File: src/hw/rtl/sfr_pkg.sv
// Types and constants of the serial frame receiver.
`timescale 1ns / 1ps

package sfr_pkg;

  localparam int unsigned AddrWidth = 4;
  localparam int unsigned DataWidth = 32;

  // Register indexes (byte address = 4 * index)
  localparam logic [1:0] RegHdr1    = 2'd0;
  localparam logic [1:0] RegHdr2    = 2'd1;
  localparam logic [1:0] RegIdLimit = 2'd2;

  typedef enum logic [5:0] {
    PH_HUNT1 = 6'b000001,
    PH_HUNT2 = 6'b000010,
    PH_ID    = 6'b000100,
    PH_LEN   = 6'b001000,
    PH_DATA  = 6'b010000,
    PH_CHECK = 6'b100000
  } sfr_phase_e;

  typedef enum logic [1:0] {
    EV_PAYLOAD = 2'd0,
    EV_GOOD    = 2'd1,
    EV_BAD     = 2'd2
  } sfr_event_e;

  typedef struct packed {
    logic [7:0] hdr1;
    logic [7:0] hdr2;
    logic [8:0] id_limit;
  } sfr_cfg_t;

  typedef struct packed {
    logic       valid;
    sfr_event_e ev;
    logic [7:0] id;
    logic [7:0] index;
    logic [7:0] value;
    logic [7:0] length;
  } sfr_result_t;

endpackage

File: src/hw/rtl/sfr_parser.sv
// Frame parser: phase, running sum and frame fields, one byte per step.
`timescale 1ns / 1ps

module sfr_parser (
  input  logic                 clk_i,
  input  logic                 rst_ni,
  input  logic                 step_i,
  input  logic [7:0]           byte_i,
  input  sfr_pkg::sfr_cfg_t    cfg_i,
  output sfr_pkg::sfr_result_t res_o
);

  sfr_pkg::sfr_phase_e phase_q, phase_d;
  logic [7:0] sum_q, sum_d;
  logic [7:0] id_q, id_d;
  logic [7:0] len_q, len_d;
  logic [7:0] cnt_q, cnt_d;
  logic [7:0] cnt_inc;

  assign cnt_inc = cnt_q + 8'd1;

  always_comb begin
    phase_d = phase_q;
    sum_d   = sum_q;
    id_d    = id_q;
    len_d   = len_q;
    cnt_d   = cnt_q;
    res_o.valid  = 1'b0;
    res_o.ev     = sfr_pkg::EV_PAYLOAD;
    res_o.id     = id_q;
    res_o.index  = cnt_q;
    res_o.value  = byte_i;
    res_o.length = len_q;
    unique case (phase_q)
      sfr_pkg::PH_HUNT1: begin
        if (byte_i == cfg_i.hdr1) begin
          sum_d   = byte_i;
          id_d    = 8'd0;
          len_d   = 8'd0;
          cnt_d   = 8'd0;
          phase_d = sfr_pkg::PH_HUNT2;
        end
      end
      sfr_pkg::PH_HUNT2: begin
        if (byte_i == cfg_i.hdr2) begin
          sum_d   = sum_q + byte_i;
          phase_d = sfr_pkg::PH_ID;
        end else begin
          phase_d = sfr_pkg::PH_HUNT1;
        end
      end
      sfr_pkg::PH_ID: begin
        if ({1'b0, byte_i} < cfg_i.id_limit) begin
          id_d    = byte_i;
          sum_d   = sum_q + byte_i;
          phase_d = sfr_pkg::PH_LEN;
        end else begin
          phase_d = sfr_pkg::PH_HUNT1;
        end
      end
      sfr_pkg::PH_LEN: begin
        len_d   = byte_i;
        sum_d   = sum_q + byte_i;
        phase_d = (byte_i == 8'd0) ? sfr_pkg::PH_CHECK : sfr_pkg::PH_DATA;
      end
      sfr_pkg::PH_DATA: begin
        res_o.valid = 1'b1;
        sum_d = sum_q + byte_i;
        cnt_d = cnt_inc;
        if (cnt_inc >= len_q) begin
          phase_d = sfr_pkg::PH_CHECK;
        end
      end
      sfr_pkg::PH_CHECK: begin
        res_o.valid = 1'b1;
        res_o.ev    = (sum_q == byte_i) ? sfr_pkg::EV_GOOD : sfr_pkg::EV_BAD;
        res_o.index = 8'd0;
        phase_d     = sfr_pkg::PH_HUNT1;
      end
      default: begin
        phase_d = sfr_pkg::PH_HUNT1;
      end
    endcase
  end

  always_ff @(posedge clk_i or negedge rst_ni) begin
    if (!rst_ni) begin
      phase_q <= sfr_pkg::PH_HUNT1;
      sum_q   <= 8'd0;
      id_q    <= 8'd0;
      len_q   <= 8'd0;
      cnt_q   <= 8'd0;
    end else if (step_i) begin
      phase_q <= phase_d;
      sum_q   <= sum_d;
      id_q    <= id_d;
      len_q   <= len_d;
      cnt_q   <= cnt_d;
    end
  end

endmodule

File: src/hw/rtl/serial_frame_receiver.sv
// Top level of the serial frame receiver: input stage, parser, result stage, registers.
`timescale 1ns / 1ps

// Serial frame receiver. Takes one byte per transaction on the input channel and
// recognizes frames: header byte 1, header byte 2, message id, length, that many
// payload bytes, checksum (8-bit wrapping sum of all earlier frame bytes). Each
// payload byte leaves as a result with event 0 and its index; the checksum byte
// leaves as a frame-end result, event 1 (good) or 2 (bad), index 0, carrying the
// received checksum. Header mismatch or id >= limit silently returns to the hunt.
// Throughput is one byte per clock while the output is not stalled: a byte is
// registered, then parsed by a single level of compare/add logic into the result
// register, and both stages move every cycle when the output is not stalled.
// The input stalls only while the result register holds an untaken result.
// Registers (APB, byte address 4*index): 0 first header (reset 0x55),
// 1 second header (reset 0xAA), 2 id limit, 9 bits (reset 16). Write them only
// while the block is idle.
module serial_frame_receiver (
  input  logic                          clk_i,
  input  logic                          rst_ni,
  // byte input channel
  input  logic                          in_valid_i,
  output logic                          in_stall_o,
  input  logic [7:0]                    rx_byte_i,
  // result channel
  output logic                          out_valid_o,
  input  logic                          out_stall_i,
  output logic [1:0]                    event_res_o,
  output logic [7:0]                    msg_id_o,
  output logic [7:0]                    byte_index_o,
  output logic [7:0]                    byte_value_o,
  output logic [7:0]                    frame_length_o,
  // configuration port
  input  logic                          psel,
  input  logic                          penable,
  input  logic                          pwrite,
  input  logic [sfr_pkg::AddrWidth-1:0] paddr,
  input  logic [sfr_pkg::DataWidth-1:0] pwdata,
  output logic [sfr_pkg::DataWidth-1:0] prdata,
  output logic                          pready
);

  sfr_pkg::sfr_cfg_t    cfg_q;
  sfr_pkg::sfr_result_t res;
  logic [1:0]           reg_idx;
  logic                 cfg_wr;

  logic       in_valid_q;
  logic [7:0] in_byte_q;
  logic       fire;
  logic       in_accept;

  logic                out_valid_q;
  sfr_pkg::sfr_event_e out_ev_q;
  logic [7:0]          out_id_q;
  logic [7:0]          out_index_q;
  logic [7:0]          out_value_q;
  logic [7:0]          out_len_q;

  // ---------------------------------------------------------------- registers
  assign pready  = 1'b1;
  assign reg_idx = paddr[sfr_pkg::AddrWidth-1:2];
  assign cfg_wr  = psel && penable && pwrite;

  always_ff @(posedge clk_i or negedge rst_ni) begin
    if (!rst_ni) begin
      cfg_q.hdr1     <= 8'h55;
      cfg_q.hdr2     <= 8'hAA;
      cfg_q.id_limit <= 9'd16;
    end else if (cfg_wr) begin
      unique case (reg_idx)
        sfr_pkg::RegHdr1:    cfg_q.hdr1     <= pwdata[7:0];
        sfr_pkg::RegHdr2:    cfg_q.hdr2     <= pwdata[7:0];
        sfr_pkg::RegIdLimit: cfg_q.id_limit <= pwdata[8:0];
        default: ;  // no register there
      endcase
    end
  end

  always_comb begin
    unique case (reg_idx)
      sfr_pkg::RegHdr1:    prdata = {24'd0, cfg_q.hdr1};
      sfr_pkg::RegHdr2:    prdata = {24'd0, cfg_q.hdr2};
      sfr_pkg::RegIdLimit: prdata = {23'd0, cfg_q.id_limit};
      default:             prdata = '0;
    endcase
  end

  // -------------------------------------------------------------- input stage
  // Parse the held byte whenever the result register is free or being taken.
  assign fire       = in_valid_q && (!out_valid_q || !out_stall_i);
  assign in_stall_o = in_valid_q && !fire;
  assign in_accept  = in_valid_i && !in_stall_o;

  always_ff @(posedge clk_i or negedge rst_ni) begin
    if (!rst_ni) begin
      in_valid_q <= 1'b0;
    end else if (in_accept) begin
      in_valid_q <= 1'b1;
    end else if (fire) begin
      in_valid_q <= 1'b0;
    end
  end

  always_ff @(posedge clk_i) begin
    if (in_accept) begin
      in_byte_q <= rx_byte_i;
    end
  end

  // ------------------------------------------------------------------- parser
  sfr_parser u_parser (
    .clk_i  (clk_i),
    .rst_ni (rst_ni),
    .step_i (fire),
    .byte_i (in_byte_q),
    .cfg_i  (cfg_q),
    .res_o  (res)
  );

  // ------------------------------------------------------------- result stage
  always_ff @(posedge clk_i or negedge rst_ni) begin
    if (!rst_ni) begin
      out_valid_q <= 1'b0;
    end else if (fire) begin
      out_valid_q <= res.valid;
    end else if (!out_stall_i) begin
      out_valid_q <= 1'b0;
    end
  end

  always_ff @(posedge clk_i) begin
    if (fire && res.valid) begin
      out_ev_q    <= res.ev;
      out_id_q    <= res.id;
      out_index_q <= res.index;
      out_value_q <= res.value;
      out_len_q   <= res.length;
    end
  end

  assign out_valid_o    = out_valid_q;
  assign event_res_o    = out_ev_q;
  assign msg_id_o       = out_id_q;
  assign byte_index_o   = out_index_q;
  assign byte_value_o   = out_value_q;
  assign frame_length_o = out_len_q;

endmodule

File: config.mk
export PLATFORM = sky130hd
export DESIGN_NAME = serial_frame_receiver
export DESIGN_NICKNAME = d
export VERILOG_FILES = /design/src/hw/rtl/sfr_pkg.sv /design/src/hw/rtl/sfr_parser.sv /design/src/hw/rtl/serial_frame_receiver.sv
export SDC_FILE = /design/constraint.sdc
export NUM_CORES = 1
export LEC_CHECK = 0
export ABC_AREA = 1
export BUFFER_PORTS_ARGS = -buffer_cell sky130_fd_sc_hd__buf_4
export CAP_MARGIN = 40
export CORE_AREA = 5 5 128 130
export DETAILED_ROUTE_END_ITERATION = 10
export DIE_AREA = 0 0 133 135
export PLACE_DENSITY = 0.65
export SYNTH_ARGS = -nofsm -noshare
export SYNTH_HDL_FRONTEND = slang
export SYNTH_HIERARCHICAL = 1
export SYNTH_SLANG_ARGS = --single-unit
File: constraint.sdc
create_clock -name clk_i -period 4.9 [get_ports clk_i]
set_input_delay 0.735 -clock clk_i [delete_from_list [all_inputs] [get_ports clk_i]]
set_output_delay 0.735 -clock clk_i [all_outputs]
set_load 0.01 [all_outputs]
Word level (Yosys, flattened, before mapping):

Cells that the tools add are included.

* register bits: 107
* bits in latches: 0
* memory bits (writable): 0
* bits in read-only memories: 0
* output and inout port bits: 69
* logic and storage cells: 86
* memories: 0

* $add $sub $neg: 2
* $mul: 0
* divide/modulo/power cells: 0
* order comparisons: 2
* equal/unequal tests: 16
* shifts and indexed selects: 0
* mux-type cells: 22
* bitwise logic cells: 0
* reductions and logical operators: 28

Operator list (count)
* $pmux 8 s2: 3
* $mux 8: 5
* $pmux 8 s4: 1
* $pmux 6 s5: 1
* $pmux 9 s3: 1
* $eq 8x8->1: 3
* $mux 6: 3
* $ne 2x1->1 const B: 5
* $lt 8x9->1: 1
* $reduce_and 3->1: 3
* $add 8x1->8 const B: 1
* $add 8x8->8: 1
* $ge 8x8->1: 1
* $logic_not 8->1: 1
* $reduce_bool 2->1: 4
* $eq 6x1->1 const B: 1
* $eq 6x2->1 const B: 1
* $eq 6x3->1 const B: 1
* $eq 6x4->1 const B: 1
* $eq 6x5->1 const B: 1
* $eq 6x6->1 const B: 1
* $logic_and 1x1->1: 6
* $reduce_and 2->1: 3
* $mux 1: 5
* other kinds (12): 16

Logic depth before layout (Yosys ltp):

* word-level depth: 8
* depth in mapped cells: 14
* mapped depth without buffers: 14

Modules after synthesis:

Netlist, hierarchy kept.

By module, submodules not included
* sfr_parser: times used 1, cells each 473, area each 3138.0 um^2, sequential area each 952.2 um^2
* serial_frame_receiver: times used 1, cells each 234, area each 2718.9 um^2, sequential area each 1948.1 um^2

Least setup slack after synthesis:

OpenSTA, ideal clock, no wires.

* path kind: register to register
* start point: register u_parser.phase_q[1]
* end point: register out_index_q[0], in the netlist byte_index_o[0], enable pin
* arrival: 3559 ps
* data required time: 4433 ps
* slack: 873 ps
* stages on the path, launching flop included: 8
* buffers on the path: 0
* clock period less this slack: 4027 ps
* cell sequence: dfrtp_1 -> nor2_2 -> nand2_1 -> nor3_2 -> inv_1 -> nand2_1 -> inv_1 -> nor3_1

RTL lines
* start, declared: RTL line sfr_parser.sv:13 `sfr_pkg::sfr_phase_e phase_q, phase_d;`
* start signal, assigned: RTL line sfr_parser.sv:88 `phase_q <= sfr_pkg::PH_HUNT1;`
* start signal, assigned: RTL line sfr_parser.sv:94 `phase_q <= phase_d;`
* end signal, assigned: RTL line serial_frame_receiver.sv:135 `out_index_q <= res.index;`
* end, declared: RTL line serial_frame_receiver.sv:55 `logic [7:0] out_index_q;`

==> run summary <==
outcome - finished clean
1st-iter DRT viols - 241
max-cap viol count - 0
full die area - 18000 µm²
maximum number of pins on one net before global-route repair - 49
Layout area overhead - 15.3%
vias per inst - 4.60
Ys Warns - 6
share of cells above drive strength 1 - 16.7%
# rows - 45
main combinational cell family by area after synthesis - simple AND/OR/NAND/NOR gates
post-CTS resize count - 0
slew at the pin with the worst max-slew slack - 0.651 ns
post-DP HPWL - 9350 µm
Setup CP Type - reg -> reg
ys async rst share - 60.7%
register share of total power - 43.9%
CTS tree - done
Slew Limit Headroom - 56.4%
slowest CP cell - nor3_2
met2 Track Usage GR - 24.2%
CTS Buf Count - 9
worst hold path type - in -> async
sequential share of the synthesized area - 49.5%
Worst Reg-to-Reg Cells - 8
unrepaired setup endpoints after global routing - no
Final Max Tran Viols - 0
Global Route Usage Sum - 14.8%
crit path time final - 2.53 ns
Leakage - 3.46 nW
Die Y - 135 µm
H-tree levels - 3
synthesized cell area - 5860 µm²
Adder-Cell Fraction of Synth Area - 5.26%
clock power share - 28.3%
commonest non-fill, non-tap cell in the layout - nand2_1
endpoints failing setup - 0
Sw Ratio - 34.8%
Critical Path AT - 2.54 ns
Worst VDD drop - 0.000229 V
reg2reg start - u_parser/phase_q[1]$_DFFE_PN0P_
Skew-Pair Late Insertion Delay - 0.36 ns
Worst-path clk slew - 0.08 ns
Power per Cell Area - 373 nW/µm²
Critical Path Fanout Max - 34
Worst Setup End Kind - register
Antenna Violating Nets Remaining - 0
first-pass GRT wire length - 21100 µm
Post-Synthesis Cells - 707
post-synthesis simple-gate area fraction - 28.8%
first drt pass iteration count - 4
final net count - 847
post-synthesis xor/xnor area fraction - 2.99%
most frequent cells in the layout - 283 x nand2_1, 84 x inv_1, 72 x buf_4
grt met3 use - 3.24%
FF+latch count, synth - 107
post-synthesis compound-gate area fraction - 2.48%
root buf cell - clkbuf_16
Comb pwr share - 27.7%
DRC Markers - 0
internal power - 0.00164 W
Final Cycle Share - 51.7%
Port Buffers - 70
deepest clock path buffer count - 2
GRT overflow - 0
Fin Hold WS - 0.260 ns
EDFF count, synth - 42
Final Core Density - 44.9%
mux contribution to synthesized area - 0%
post-CTS setup repair buffer count - 0
clk_skew - 0.00606 ns
Core ar. - 15000 µm²
WL final - 12700 µm
R2R Path End - event_res_o[0]$_DFFE_PP_
DR vias - 4440
Final GP Congestion - 0.857
Sw Pwr - 0.000877 W
CTS Hold Bufs - 0
crit-path cells - nor2_2, nand2_1, nor3_2, inv_1, nand2_1, inv_1, nor3_2, buf_4
Sink Count - 107
Antenna diodes - 0
Top Usage Layer GRT - met2
Hold Fails Final Rpt - 0
GR Util met1 - 18.5%
register-to-register setup slack - 2.37 ns
total negative slack - 0 ns
Avg Cell Area, Syn - 8.28 µm²
I/O pin cnt - 120
Max Freq - 395 MHz
Starting Density - 39.0%
wire per inst - 13.2 µm
Req. time, crit path - 4.91 ns
initial antenna violation count - 0
CP max stage delay - 0.51 ns
Die X-Extent - 133 µm
Distinct cells, synth - 32
CP Launch Type - register
vias in the first global route - 4409
Most used DFF post-synth - dfrtp_1
## cell families (layout without fill, tap and decap cells)
logic type / Yosys count / in the layout
xor+xnor: 20 / 20
compound gates: 25 / 25
flops: 107 / 107
simple gates: 397 / 397
buf+inv: 132 / 180
other cells: 2 / 24
fa+ha+maj: 24 / 24
## cell usage after synthesis (all sizes together) (2+ instances only)
| cell | n | area, µm² |
|---|---|---|
| a21oi | 8 | 40.0 |
| buf | 40 | 289 |
| conb | 2 | 7.51 |
| dfrtp | 55 | 1380 |
| dfstp | 10 | 263 |
| edfxtp | 42 | 1260 |
| ha | 23 | 288 |
| inv | 90 | 338 |
| nand2 | 290 | 1120 |
| nand3 | 46 | 250 |
| nand4 | 7 | 43.8 |
| nor2 | 44 | 215 |
| nor3 | 6 | 35.0 |
| nor4 | 2 | 12.5 |
| o21ai | 9 | 45.0 |
| o21bai | 8 | 60.1 |
| xnor2 | 11 | 96.3 |
| xor2 | 9 | 78.8 |
## registers in the layout, indices dropped and copies added, names as in the netlist
| register | flops |
|---|---|
| u_parser/phase_q | 6 |
| u_parser/id_q | 8 |
| out_valid_o | 1 |
| u_parser/cnt_q | 8 |
| cfg_q | 25 |
| frame_length_o | 8 |
| in_valid_q | 1 |
| in_byte_q | 8 |
| msg_id_o | 8 |
| u_parser/len_q | 8 |
| u_parser/sum_q | 8 |
| byte_index_o | 8 |
| byte_value_o | 8 |
| event_res_o | 2 |
## cell type report
cell class | count | area (µm²)
clock inverters | 7 | 72.6
inverters | 91 | 342
well taps | 188 | 235
flip-flops and latches | 107 | 2900
multi-input cells | 490 | 2410
repair buffers | 73 | 568
fillers | 1497 | 8280
clock buffers | 9 | 225
## power groups by stage
stage                     clock network, W  logic [W]  registers, W
after CTS                         0.000739   0.000702       0.00111
final                             0.000715   0.000699       0.00111
after floorplan                          0   0.000561       0.00110
after global placement                   0   0.000680       0.00113
after global routing              0.000766   0.000811       0.00112
after detailed placement                 0   0.000699       0.00113
## worst max path at each step
stage | startpoint | depth (start not counted) | slack, ns | to
after floorplan | u_parser/phase_q[1]$_DFFE_PN0P_ | 7 | 0.87 | byte_index_o[0]$_DFFE_PP_
after CTS | u_parser/phase_q[1]$_DFFE_PN0P_ | 8 | 2.29 | event_res_o[0]$_DFFE_PP_
after global routing | u_parser/phase_q[3]$_DFFE_PN0P_ | 8 | 2.07 | event_res_o[0]$_DFFE_PP_
final | u_parser/phase_q[1]$_DFFE_PN0P_ | 8 | 2.37 | event_res_o[0]$_DFFE_PP_
after global placement | u_parser/phase_q[1]$_DFFE_PN0P_ | 8 | 2.32 | event_res_o[0]$_DFFE_PP_
after detailed placement | u_parser/phase_q[1]$_DFFE_PN0P_ | 8 | 2.30 | event_res_o[0]$_DFFE_PP_
## metal layers
layer | vias up | share of wire (%)
met2 | 105 | 48
li1 | 2279 | -
met5 | - | 0
met4 | 0 | 2.9
met3 | 24 | 5.1
met1 | 2032 | 44
## worst max-delay path: cells and delay by family, from the launching register on
family        cells  cell delay [ns]
buf+inv           3             0.66
simple gates      5             1.10
flops             1             0.41
## stage by stage
stage	total power [W]	setup slack (ns)	std cells	cell area [µm²]
6_report	0.00252	2.37	965	6750
5_1_grt	0.00270	2.07	965	6750
4_1_cts	0.00255	2.29	965	6750
3_5_place_dp	0.00183	2.30	949	6450
3_3_place_gp	0.00181	2.32	948	6430
2_1_floorplan	0.00166	0.873	729	5940
Power figures use the tool's default switching activity.
